$ cat src/rtl/core/crtb_pkg.sv
// Shared types and opcode/kind codes for the CFI row table builder.
`default_nettype none
package crtb_pkg;

    typedef enum logic [4:0] {
        OP_START_FDE  = 5'd0,
        OP_AUG_S      = 5'd1,
        OP_AFTER_CIE  = 5'd2,
        OP_SET_LOC    = 5'd3,
        OP_DEF_CFA    = 5'd4,
        OP_CFA_REG    = 5'd5,
        OP_CFA_OFF    = 5'd6,
        OP_CFA_EXPR   = 5'd7,
        OP_OFFSET     = 5'd8,
        OP_REGISTER   = 5'd9,
        OP_RESTORE    = 5'd10,
        OP_SAME       = 5'd11,
        OP_UNDEF      = 5'd12,
        OP_VAL_OFF    = 5'd13,
        OP_EXPR       = 5'd14,
        OP_VAL_EXPR   = 5'd15,
        OP_REMEMBER   = 5'd16,
        OP_RESTORE_ST = 5'd17
    } opcode_t;

    localparam logic [1:0] KIND_CFA   = 2'd0;
    localparam logic [1:0] KIND_REG   = 2'd1;
    localparam logic [1:0] KIND_ERROR = 2'd2;
    localparam logic [1:0] KIND_FDE   = 2'd3;

    localparam logic [2:0] RULE_UNSET    = 3'd0;
    localparam logic [2:0] RULE_UNDEF    = 3'd1;
    localparam logic [2:0] RULE_SAME     = 3'd2;
    localparam logic [2:0] RULE_AT_OFF   = 3'd3;
    localparam logic [2:0] RULE_VAL_OFF  = 3'd4;
    localparam logic [2:0] RULE_IN_REG   = 3'd5;
    localparam logic [2:0] RULE_EXPR     = 3'd6;
    localparam logic [2:0] RULE_VAL_EXPR = 3'd7;

    localparam logic [1:0] CFA_UNDEF   = 2'd0;
    localparam logic [1:0] CFA_REG_OFF = 2'd1;
    localparam logic [1:0] CFA_EXPR    = 2'd2;

    localparam logic [1:0] ERR_NONE  = 2'd0;
    localparam logic [1:0] ERR_DEEP  = 2'd1;
    localparam logic [1:0] ERR_EMPTY = 2'd2;

    // One rule entry: kind, register, offset.
    typedef struct packed {
        logic [2:0]  kind;
        logic [7:0]  rreg;
        logic [63:0] off;
    } rule_t;

    typedef struct packed {
        logic [1:0]  kind;
        logic [7:0]  rreg;
        logic [63:0] off;
    } cfa_t;

    // Controller -> datapath commands.
    typedef struct packed {
        logic load_in;     // capture input transaction
        logic exec;        // apply the opcode update
        logic clear;       // start_fde clear
        logic clear_cie;   // clear cie entry at idx
        logic cie_copy;    // copy cur[idx] to cie[idx]
        logic push_wr;     // write cur[idx] to stack
        logic push_cfa;    // write cfa to stack
        logic pop_rd;      // issue stack read for idx
        logic pop_wr;      // take stack read data into cur
        logic pop_cfa;     // take cfa stack data
        logic cnt_inc;
        logic cnt_dec;
        logic emit_cfa;    // load output register with cfa item
        logic emit_reg;    // load output register with reg item
        logic emit_err;
        logic emit_fde;
        logic set_pc;      // commit new open row pc
        logic [1:0] err;
        logic [5:0] idx;
        logic last;
    } crtb_cmd_t;

    typedef struct packed {
        logic [4:0] op;
        logic       row_due;
        logic       stack_full;
        logic       stack_empty;
        logic       out_busy;
    } crtb_stat_t;

endpackage
`default_nettype wire

$ cat src/rtl/core/crtb_ctrl.sv
// Controller state machine sequencing copies, stack moves and row emission.
`default_nettype none
module crtb_ctrl
    import crtb_pkg::*;
#(
    parameter int NUM_REGS = 17
) (
    input  wire logic       aclk,
    input  wire logic       aresetn,
    input  wire logic       s_tvalid,
    output logic            s_tready,
    input  crtb_stat_t      stat,
    output crtb_cmd_t       cmd
);
    localparam logic [5:0] LAST_IDX = 6'(NUM_REGS - 1);

    typedef enum logic [6:0] {
        ST_IDLE   = 7'b0000001,
        ST_DEC    = 7'b0000010,
        ST_CLEAR  = 7'b0000100,
        ST_COPY   = 7'b0001000,
        ST_PUSH   = 7'b0010000,
        ST_POP    = 7'b0100000,
        ST_ROW    = 7'b1000000
    } state_t;

    state_t     state_reg, state_next;
    logic [5:0] idx_reg, idx_next;
    logic       rd_pend_reg, rd_pend_next;  // pop read in flight
    logic       cfa_done_reg, cfa_done_next;

    assign s_tready = (state_reg == ST_IDLE);

    always_comb begin
        state_next    = state_reg;
        idx_next      = idx_reg;
        rd_pend_next  = 1'b0;
        cfa_done_next = cfa_done_reg;
        cmd           = '0;
        cmd.idx       = idx_reg;
        unique case (state_reg)
            ST_IDLE: begin
                // start every sweep, and the first pop read, at entry zero
                idx_next = '0;
                if (s_tvalid) begin
                    cmd.load_in = 1'b1;
                    state_next  = ST_DEC;
                end
            end
            ST_DEC: begin
                idx_next      = '0;
                cfa_done_next = 1'b0;
                unique case (stat.op)
                    OP_START_FDE: begin
                        if (!stat.out_busy) begin
                            cmd.clear    = 1'b1;
                            cmd.emit_fde = 1'b1;
                            cmd.last     = 1'b1;
                            state_next   = ST_CLEAR;
                        end
                    end
                    OP_AFTER_CIE: state_next = ST_COPY;
                    OP_SET_LOC: begin
                        if (!stat.row_due) begin
                            cmd.set_pc = 1'b1;
                            state_next = ST_IDLE;
                        end else begin
                            state_next = ST_ROW;
                        end
                    end
                    OP_REMEMBER: begin
                        if (stat.stack_full) begin
                            if (!stat.out_busy) begin
                                cmd.emit_err = 1'b1;
                                cmd.err      = ERR_DEEP;
                                cmd.last     = 1'b1;
                                state_next   = ST_IDLE;
                            end
                        end else begin
                            cmd.push_cfa = 1'b1;
                            state_next   = ST_PUSH;
                        end
                    end
                    OP_RESTORE_ST: begin
                        if (stat.stack_empty) begin
                            if (!stat.out_busy) begin
                                cmd.emit_err = 1'b1;
                                cmd.err      = ERR_EMPTY;
                                cmd.last     = 1'b1;
                                state_next   = ST_IDLE;
                            end
                        end else begin
                            cmd.pop_rd   = 1'b1;
                            rd_pend_next = 1'b1;
                            state_next   = ST_POP;
                        end
                    end
                    default: begin
                        cmd.exec   = 1'b1;
                        state_next = ST_IDLE;
                    end
                endcase
            end
            ST_CLEAR: begin
                cmd.clear_cie = 1'b1;
                idx_next      = idx_reg + 6'd1;
                if (idx_reg == LAST_IDX) state_next = ST_IDLE;
            end
            ST_COPY: begin
                cmd.cie_copy = 1'b1;
                idx_next     = idx_reg + 6'd1;
                if (idx_reg == LAST_IDX) state_next = ST_IDLE;
            end
            ST_PUSH: begin
                cmd.push_wr = 1'b1;
                idx_next    = idx_reg + 6'd1;
                if (idx_reg == LAST_IDX) begin
                    cmd.cnt_inc = 1'b1;
                    state_next  = ST_IDLE;
                end
            end
            ST_POP: begin
                // read data for idx_reg arrives in the cycle after its address
                cmd.pop_wr  = 1'b1;
                cmd.pop_cfa = (idx_reg == '0);
                if (idx_reg == LAST_IDX) begin
                    cmd.cnt_dec = 1'b1;
                    state_next  = ST_IDLE;
                end else begin
                    idx_next     = idx_reg + 6'd1;
                    cmd.pop_rd   = 1'b1;
                    cmd.idx      = idx_reg + 6'd1;
                    rd_pend_next = 1'b1;
                end
            end
            ST_ROW: begin
                if (!stat.out_busy) begin
                    if (!cfa_done_reg) begin
                        cmd.emit_cfa  = 1'b1;
                        cfa_done_next = 1'b1;
                    end else begin
                        cmd.emit_reg = 1'b1;
                        idx_next     = idx_reg + 6'd1;
                        if (idx_reg == LAST_IDX) begin
                            cmd.last   = 1'b1;
                            cmd.set_pc = 1'b1;
                            state_next = ST_IDLE;
                        end
                    end
                end
            end
            default: state_next = ST_IDLE;
        endcase
    end

    always_ff @(posedge aclk) begin
        if (!aresetn) begin
            state_reg    <= ST_IDLE;
            idx_reg      <= '0;
            rd_pend_reg  <= 1'b0;
            cfa_done_reg <= 1'b0;
        end else begin
            state_reg    <= state_next;
            idx_reg      <= idx_next;
            rd_pend_reg  <= rd_pend_next;
            cfa_done_reg <= cfa_done_next;
        end
    end

    a_pop_has_read: assert property (@(posedge aclk) disable iff (!aresetn)
        (state_reg == ST_POP) |-> rd_pend_reg)
        else $error("pop step without a pending stack read");
    a_idx_range: assert property (@(posedge aclk) disable iff (!aresetn)
        (state_reg != ST_IDLE) |-> (idx_reg <= LAST_IDX))
        else $error("rule index out of range");
    a_accept_idle: assert property (@(posedge aclk) disable iff (!aresetn)
        cmd.load_in |=> (state_reg == ST_DEC))
        else $error("accepted transaction not decoded");
endmodule
`default_nettype wire

$ cat config.mk
export PLATFORM = sky130hd
export DESIGN_NAME = crtb_ctrl
export DESIGN_NICKNAME = d
export VERILOG_FILES = /design/src/rtl/core/crtb_pkg.sv /design/src/rtl/core/crtb_ctrl.sv
export SDC_FILE = /design/constraint.sdc
export NUM_CORES = 1
export LEC_CHECK = 0
export BUFFER_PORTS_ARGS = -buffer_cell sky130_fd_sc_hd__buf_2
export CAP_MARGIN = 20
export CORE_MARGIN = 2
export CORE_UTILIZATION = 55
export DETAILED_ROUTE_END_ITERATION = 12
export PLACE_DENSITY_LB_ADDON = 0.08
export SKIP_LAST_GASP = 1
export SLEW_MARGIN = 25
export SYNTH_ARGS = -nofsm -noshare
export SYNTH_HDL_FRONTEND = slang
export SYNTH_SLANG_ARGS = --single-unit
$ cat constraint.sdc
create_clock -name aclk -period 6.1 [get_ports aclk]
set_clock_uncertainty 0.15 [all_clocks]
set_input_delay 0.915 -clock aclk [delete_from_list [all_inputs] [get_ports aclk]]
set_output_delay 0.915 -clock aclk [all_outputs]
set_load 0.05 [all_outputs]
==> results of run 1 <==
[metrics by stage]
step	setup slack [ps]	util, %	power, mW	hold slack [ps]
3_5_place_dp	2560	66.5	0.149	357
6_report	2550	68.1	0.217	371
4_1_cts	2550	68.1	0.216	371
2_1_floorplan	1810	-	0.136	326
5_1_grt	2420	68.1	0.226	405
3_3_place_gp	2670	66.5	0.148	341
[layout by cell type, fill, tap and decap left out, drive strengths merged, types with 5 or more instances in the layout]
cell,netlist,layout
buf,4,38
nand2,20,20
dfxtp,14,14
nor2,13,13
a21oi,12,12
inv,10,10
nor3,9,9
o21ai,8,8
nand3,7,7
nor4b,5,5
nor4,5,5
[worst paths after layout]
kind                 from           end  slack [ps]
max               stat[5]        cmd[0]        2550
min            idx_reg[5]    idx_reg[5]         370
max reg2reg  state_reg[4]  state_reg[0]        3750
min reg2reg    idx_reg[5]    idx_reg[5]         370
[power breakdown]
part | switching (mW) | total (mW) | internal (mW)
sequential | 0.00362 | 0.0964 | 0.0928
clock | 0.0328 | 0.0691 | 0.0364
combinational | 0.0342 | 0.0514 | 0.0172
[cell families (layout without fill, tap and decap cells)]
| family | Yosys count | count (layout) | share of synthesized area, % |
|---|---|---|---|
| compound gates | 47 | 47 | 26.1 |
| buf+inv | 19 | 53 | 7.60 |
| xor+xnor | 5 | 5 | 3.28 |
| simple gates | 86 | 86 | 38.5 |
| flops | 14 | 14 | 21.0 |
| fa+ha+maj | 2 | 2 | 1.88 |
| mux | 2 | 2 | 1.69 |
[per-layer routing]
layer  global-route usage, %  share of wire [%]  vias up  wire, um
li1                        -                  -      722         -
met1                    39.3                 47      684      1660
met5                       0                  0        -         0
met2                    40.5                 43       81      1540
met3                    3.11                7.9        8       282
met4                    11.5                2.1        0        74
[cell type report]
class / count / area share, %
Multi-Input combinational cell: 142 / 62.0
Tap cell: 28 / 2.28
Inverter: 11 / 2.77
Timing Repair Buffer: 38 / 12.4
Sequential cell: 14 / 18.2
Clock buffer: 4 / 2.36
[critical path, stage by stage]
cell and delay (ps):
buf_2 130, nor4b_1 690, nand2_1 240, nand2_1 130
a22o_1 120, buf_2 250
==> flow_summary.ini, run 1 <==
[logic_synthesis]
ys_seq_area_share_pct = 21.0
synthArstFlopShare_pct = 0
syn-num-nets = 189
synth_ff_type = dfxtp_1
syn-cell-area_um2 = 1330
syn_avg_cell_area_um2 = 7.62
ys_types = 58
yosysMostFrequentCell = nand2_1
synth_edf_count = 0
synthCells = 175
synth_area_leader_cell = dfxtp_1
netlist.area_leader.share_pct = 21.0
synth_seq_cells = 14
synth_commonest_cells = nand2_1 (20), dfxtp_1 (14), a21oi_1 (12), nor2_1 (12), inv_1 (10)
yosysWarnings = 0
synthTopCellsByArea = dfxtp_1 (21%), nand2_1 (5.6%), a21oi_1 (4.5%)

[layout]
area_delta_synth_final_pct = 15.2
design_area_um2 = 1540
multi_input_area_um2 = 952
largest_reg_flops = 7
diodes = 0
ff_latch_area_um2 = 280
layout.nets = 224
final_cells = 237
n_fill_cell = 212
drive_above_1_share_pct = 29.7

[outcome]
status = complete, no violations

[sta]
setup_viol = 0
rsz0062_at_grt = no
hold_viol = 0
setup_tns_ps = 0
slew_viol_final = 0
fmax_ghz = 0.282
worst_slew_margin_rel_pct = 48.4
period_needed_ps = 3550
tightest_slew_ps = 768
post-route-period-util_pct = 58.2

[global_route]
grt_pass1_vias = 1253
antenna_found_initial = 0
track_usage_pct = 27.3
grt_remaining_overflow = 0
grt_pass1_wl_um = 5680
grt_max_degree = 13

[worst_setup_path]
path_class = in -> out
required_ps = 5030
crit_fanout = 6
setup.worst_path.end_class = primary output
critical_path_arrival_ps = 2490
start_kind = primary input
r2r_cells = 5

[clock_network]
clkSinkCount = 14
cts_resized = 0
post_cts_buffers = 0
root_buffer = clkbuf_4
cts_buffer_depth = 2
cts_tree = built
clk_pin_slew_ps = 90
clk_latency_ps = 290
htree_levels = 1
ctsHoldBuffers = 0
cts_buffers = 3

[floorplanning]
io_pins = 39
fp.coreArea_um2 = 2250
die_area_um2 = 2840
start_util_pct = 59.2
rows = 17
die_y_um = 53.2
die_w_um = 53.2

[place]
place_congestion = 0.946
placed_cells = 233
post-dp-hpwl_um = 2760
io_buffers = 38
place_area_um2 = 1500

[power_and_ir_drop]
power_density_nw_per_um2 = 141
p_leak_nw = 0.649
ir_worst_vdd_mv = 0.126

[min_path]
hold_depth = 2
hold_path_class = reg -> reg

[flow_run]
cap_violations = 0

[detailed_routing]
first_pass_iters = 4
wire_per_inst_um = 15.0
drcViolationCount = 0
vias = 1495
drt_iter0_markers = 66
wl_um = 3560
drt-vias-per-instance = 6.31
antenna_left = 0
Power figures use the tool's default switching activity.
==> inputs of run 2 (changes only) <==
- ABC_AREA: default -> 1
- CORE_UTILIZATION: 55 -> 48
- clock period: 6.1 -> 3 ns (I/O delays scaled with it)
==> flow_summary.ini, run 2 <==
[worst_setup_path]
critical_path.cell_chain = inv_1 -> ha_1 -> nand4_1 -> nand2_1 -> xor2_1 -> buf_2
required_ps = 2400
slowest_stage = dfxtp_1
critical_path_arrival_ps = 1960
crit_fanout = 7
path_class = reg -> out
crit_start = idx_reg[0]
cp_slowest_stage_delay_ps = 350
start_kind = flop
r2r_start = idx_reg[0]
setup.worst_path.end_class = primary output

[sta]
post-route-period-util_pct = 85.5
hold_viol = 0
setup_tns_ps = 0
rsz0062_at_grt = no
holdWs_ps = 336
tightest_slew_ps = 378
fmax_ghz = 0.390
slew_viol_final = 0
setup_viol = 0
period_needed_ps = 2560
worst_slew_margin_rel_pct = 74.8

[global_route]
grt_pass1_vias = 1324
grt_pass1_wl_um = 6110
track_usage_pct = 22.7
antenna_found_initial = 0
grt_remaining_overflow = 0
grt_max_degree = 14

[power_and_ir_drop]
p_switching_uw = 676
switching_share_pct = 56.1
p_int_uw = 530
power_frac_seq_pct = 23.5
p_leak_nw = 0.987
total_power_mw = 1.21
combPwrFrac_pct = 64.4
power_density_nw_per_um2 = 708
pwr-share-clk_pct = 12.0
ir_worst_vdd_mv = 0.351

[logic_synthesis]
yosysMostFrequentCell = nand2_1
synthCells = 264
synth_ff_type = dfxtp_1
syn_avg_cell_area_um2 = 5.58
syn-num-nets = 278
ys_seq_area_share_pct = 19.0
synth_commonest_cells = nand2_1 (76), nor2_1 (46), inv_1 (38)
syn-cell-area_um2 = 1470
synth_edf_count = 0
ys_types = 27
yosysWarnings = 0
synth_area_leader_cell = nand2_1
synth_seq_cells = 14
synthArstFlopShare_pct = 0
netlist.area_leader.share_pct = 19.4
synthTopCellsByArea = nand2_1 (19%), dfxtp_1 (19%), nor2_1 (12%)

[clock_network]
htree_levels = 1
clk_latency_ps = 300
ctsHoldBuffers = 0
post_cts_buffers = 0
cts_buffer_depth = 2
cts_resized = 0
clkSinkCount = 14
root_buffer = clkbuf_4
clk_pin_slew_ps = 110
cts_buffers = 3
cts_tree = built

[place]
place_congestion = 0.865
placed_cells = 330
post-dp-hpwl_um = 2960
io_buffers = 38
place_area_um2 = 1670

[floorplanning]
fp.coreArea_um2 = 2980
die_y_um = 59.4
start_util_pct = 49.5
rows = 20
io_pins = 39
die_area_um2 = 3530
die_w_um = 59.4

[detailed_routing]
drt_iter0_markers = 89
antenna_left = 0
wl_um = 3750
drt-vias-per-instance = 5.07
vias = 1693
first_pass_iters = 4
drcViolationCount = 0
wire_per_inst_um = 11.2

[layout]
area_delta_synth_final_pct = 15.5
design_area_um2 = 1700
largest_reg_flops = 7
layout.nets = 316
n_fill_cell = 334
multi_input_area_um2 = 990
final_common_cell = nand2_1
drive_above_1_share_pct = 24.3
final_cell_mix = nand2_1 (76), nor2_1 (46), inv_1 (38), buf_2 (38), nand3_1 (16)
final_cells = 334
ff_latch_area_um2 = 280
diodes = 0

[outcome]
status = complete, no violations

[flow_run]
cap_violations = 0

[min_path]
hold_path_class = reg -> reg
hold_start = cfa_done_reg
## run 2: cell count changes in the layout (fill, tap and decap cells not counted), sizes merged, moves of 4 or more
cell,delta
o22ai,-4
nor2,+46
nand2,+61
nand3,+16
nor4b,-5
nor3,-7
o21ai,+4
nor4,-4
inv,+32
## run 2: critical path, delay by kind of cell (launching register included)
kind	cells	cell delay (ps)
XOR/XNOR	1	150
buffers and inverters	2	380
flip-flops	1	350
adder cells (fa/ha/maj)	1	190
AND/OR/NAND/NOR	2	580
## run 2: layout make-up
| type | instances | area share [%] |
|---|---|---|
| clock buffers | 4 | 2.13 |
| inverters | 42 | 9.26 |
| multi-input cells | 202 | 58.1 |
| flip-flops and latches | 14 | 16.5 |
| well taps | 33 | 2.42 |
| repair buffers | 39 | 11.6 |
## run 2: cell families (layout without fill, tap and decap cells)
| group | count (synthesis) | after routing | synth area share [%] |
|---|---|---|---|
| simple gates | 168 | 168 | 52.5 |
| buf+inv | 48 | 85 | 13.8 |
| compound gates | 27 | 27 | 9.93 |
| flops | 14 | 14 | 19.0 |
| xor+xnor | 5 | 5 | 2.97 |
| fa+ha+maj | 2 | 2 | 1.70 |
## run 2: metrics by stage
stage | util (%) | setup slack (ps)
5_1_grt | 57.2 | 324
6_report | 57.2 | 436
2_1_floorplan | - | 110
4_1_cts | 57.2 | 439
3_5_place_dp | 56.0 | 594
3_3_place_gp | 56.0 | 614
## run 2: power groups by stage
stage / logic (mW) / registers (mW) / clock network [mW]
after floorplan: 0.640 / 0.274 / 0
after global placement: 0.771 / 0.287 / 0
after detailed placement: 0.775 / 0.287 / 0
after CTS: 0.777 / 0.283 / 0.147
after global routing: 0.870 / 0.288 / 0.155
final: 0.777 / 0.284 / 0.145
## run 2: final timing paths
path / end / slack [ps] / cells after the start
setup / recovery: cmd[1] / 440 / 6
hold / removal: cfa_done_reg / 340 / 2
setup reg to reg: idx_reg[5] / 1040 / 9
hold reg to reg: cfa_done_reg / 340 / 2
## run 2: per-layer routing
metal,share of wire (%),GRT usage (%)
met4,1.7,6.17
met1,51,35.6
met5,0,0
met3,5.3,4.80
met2,42,30.6
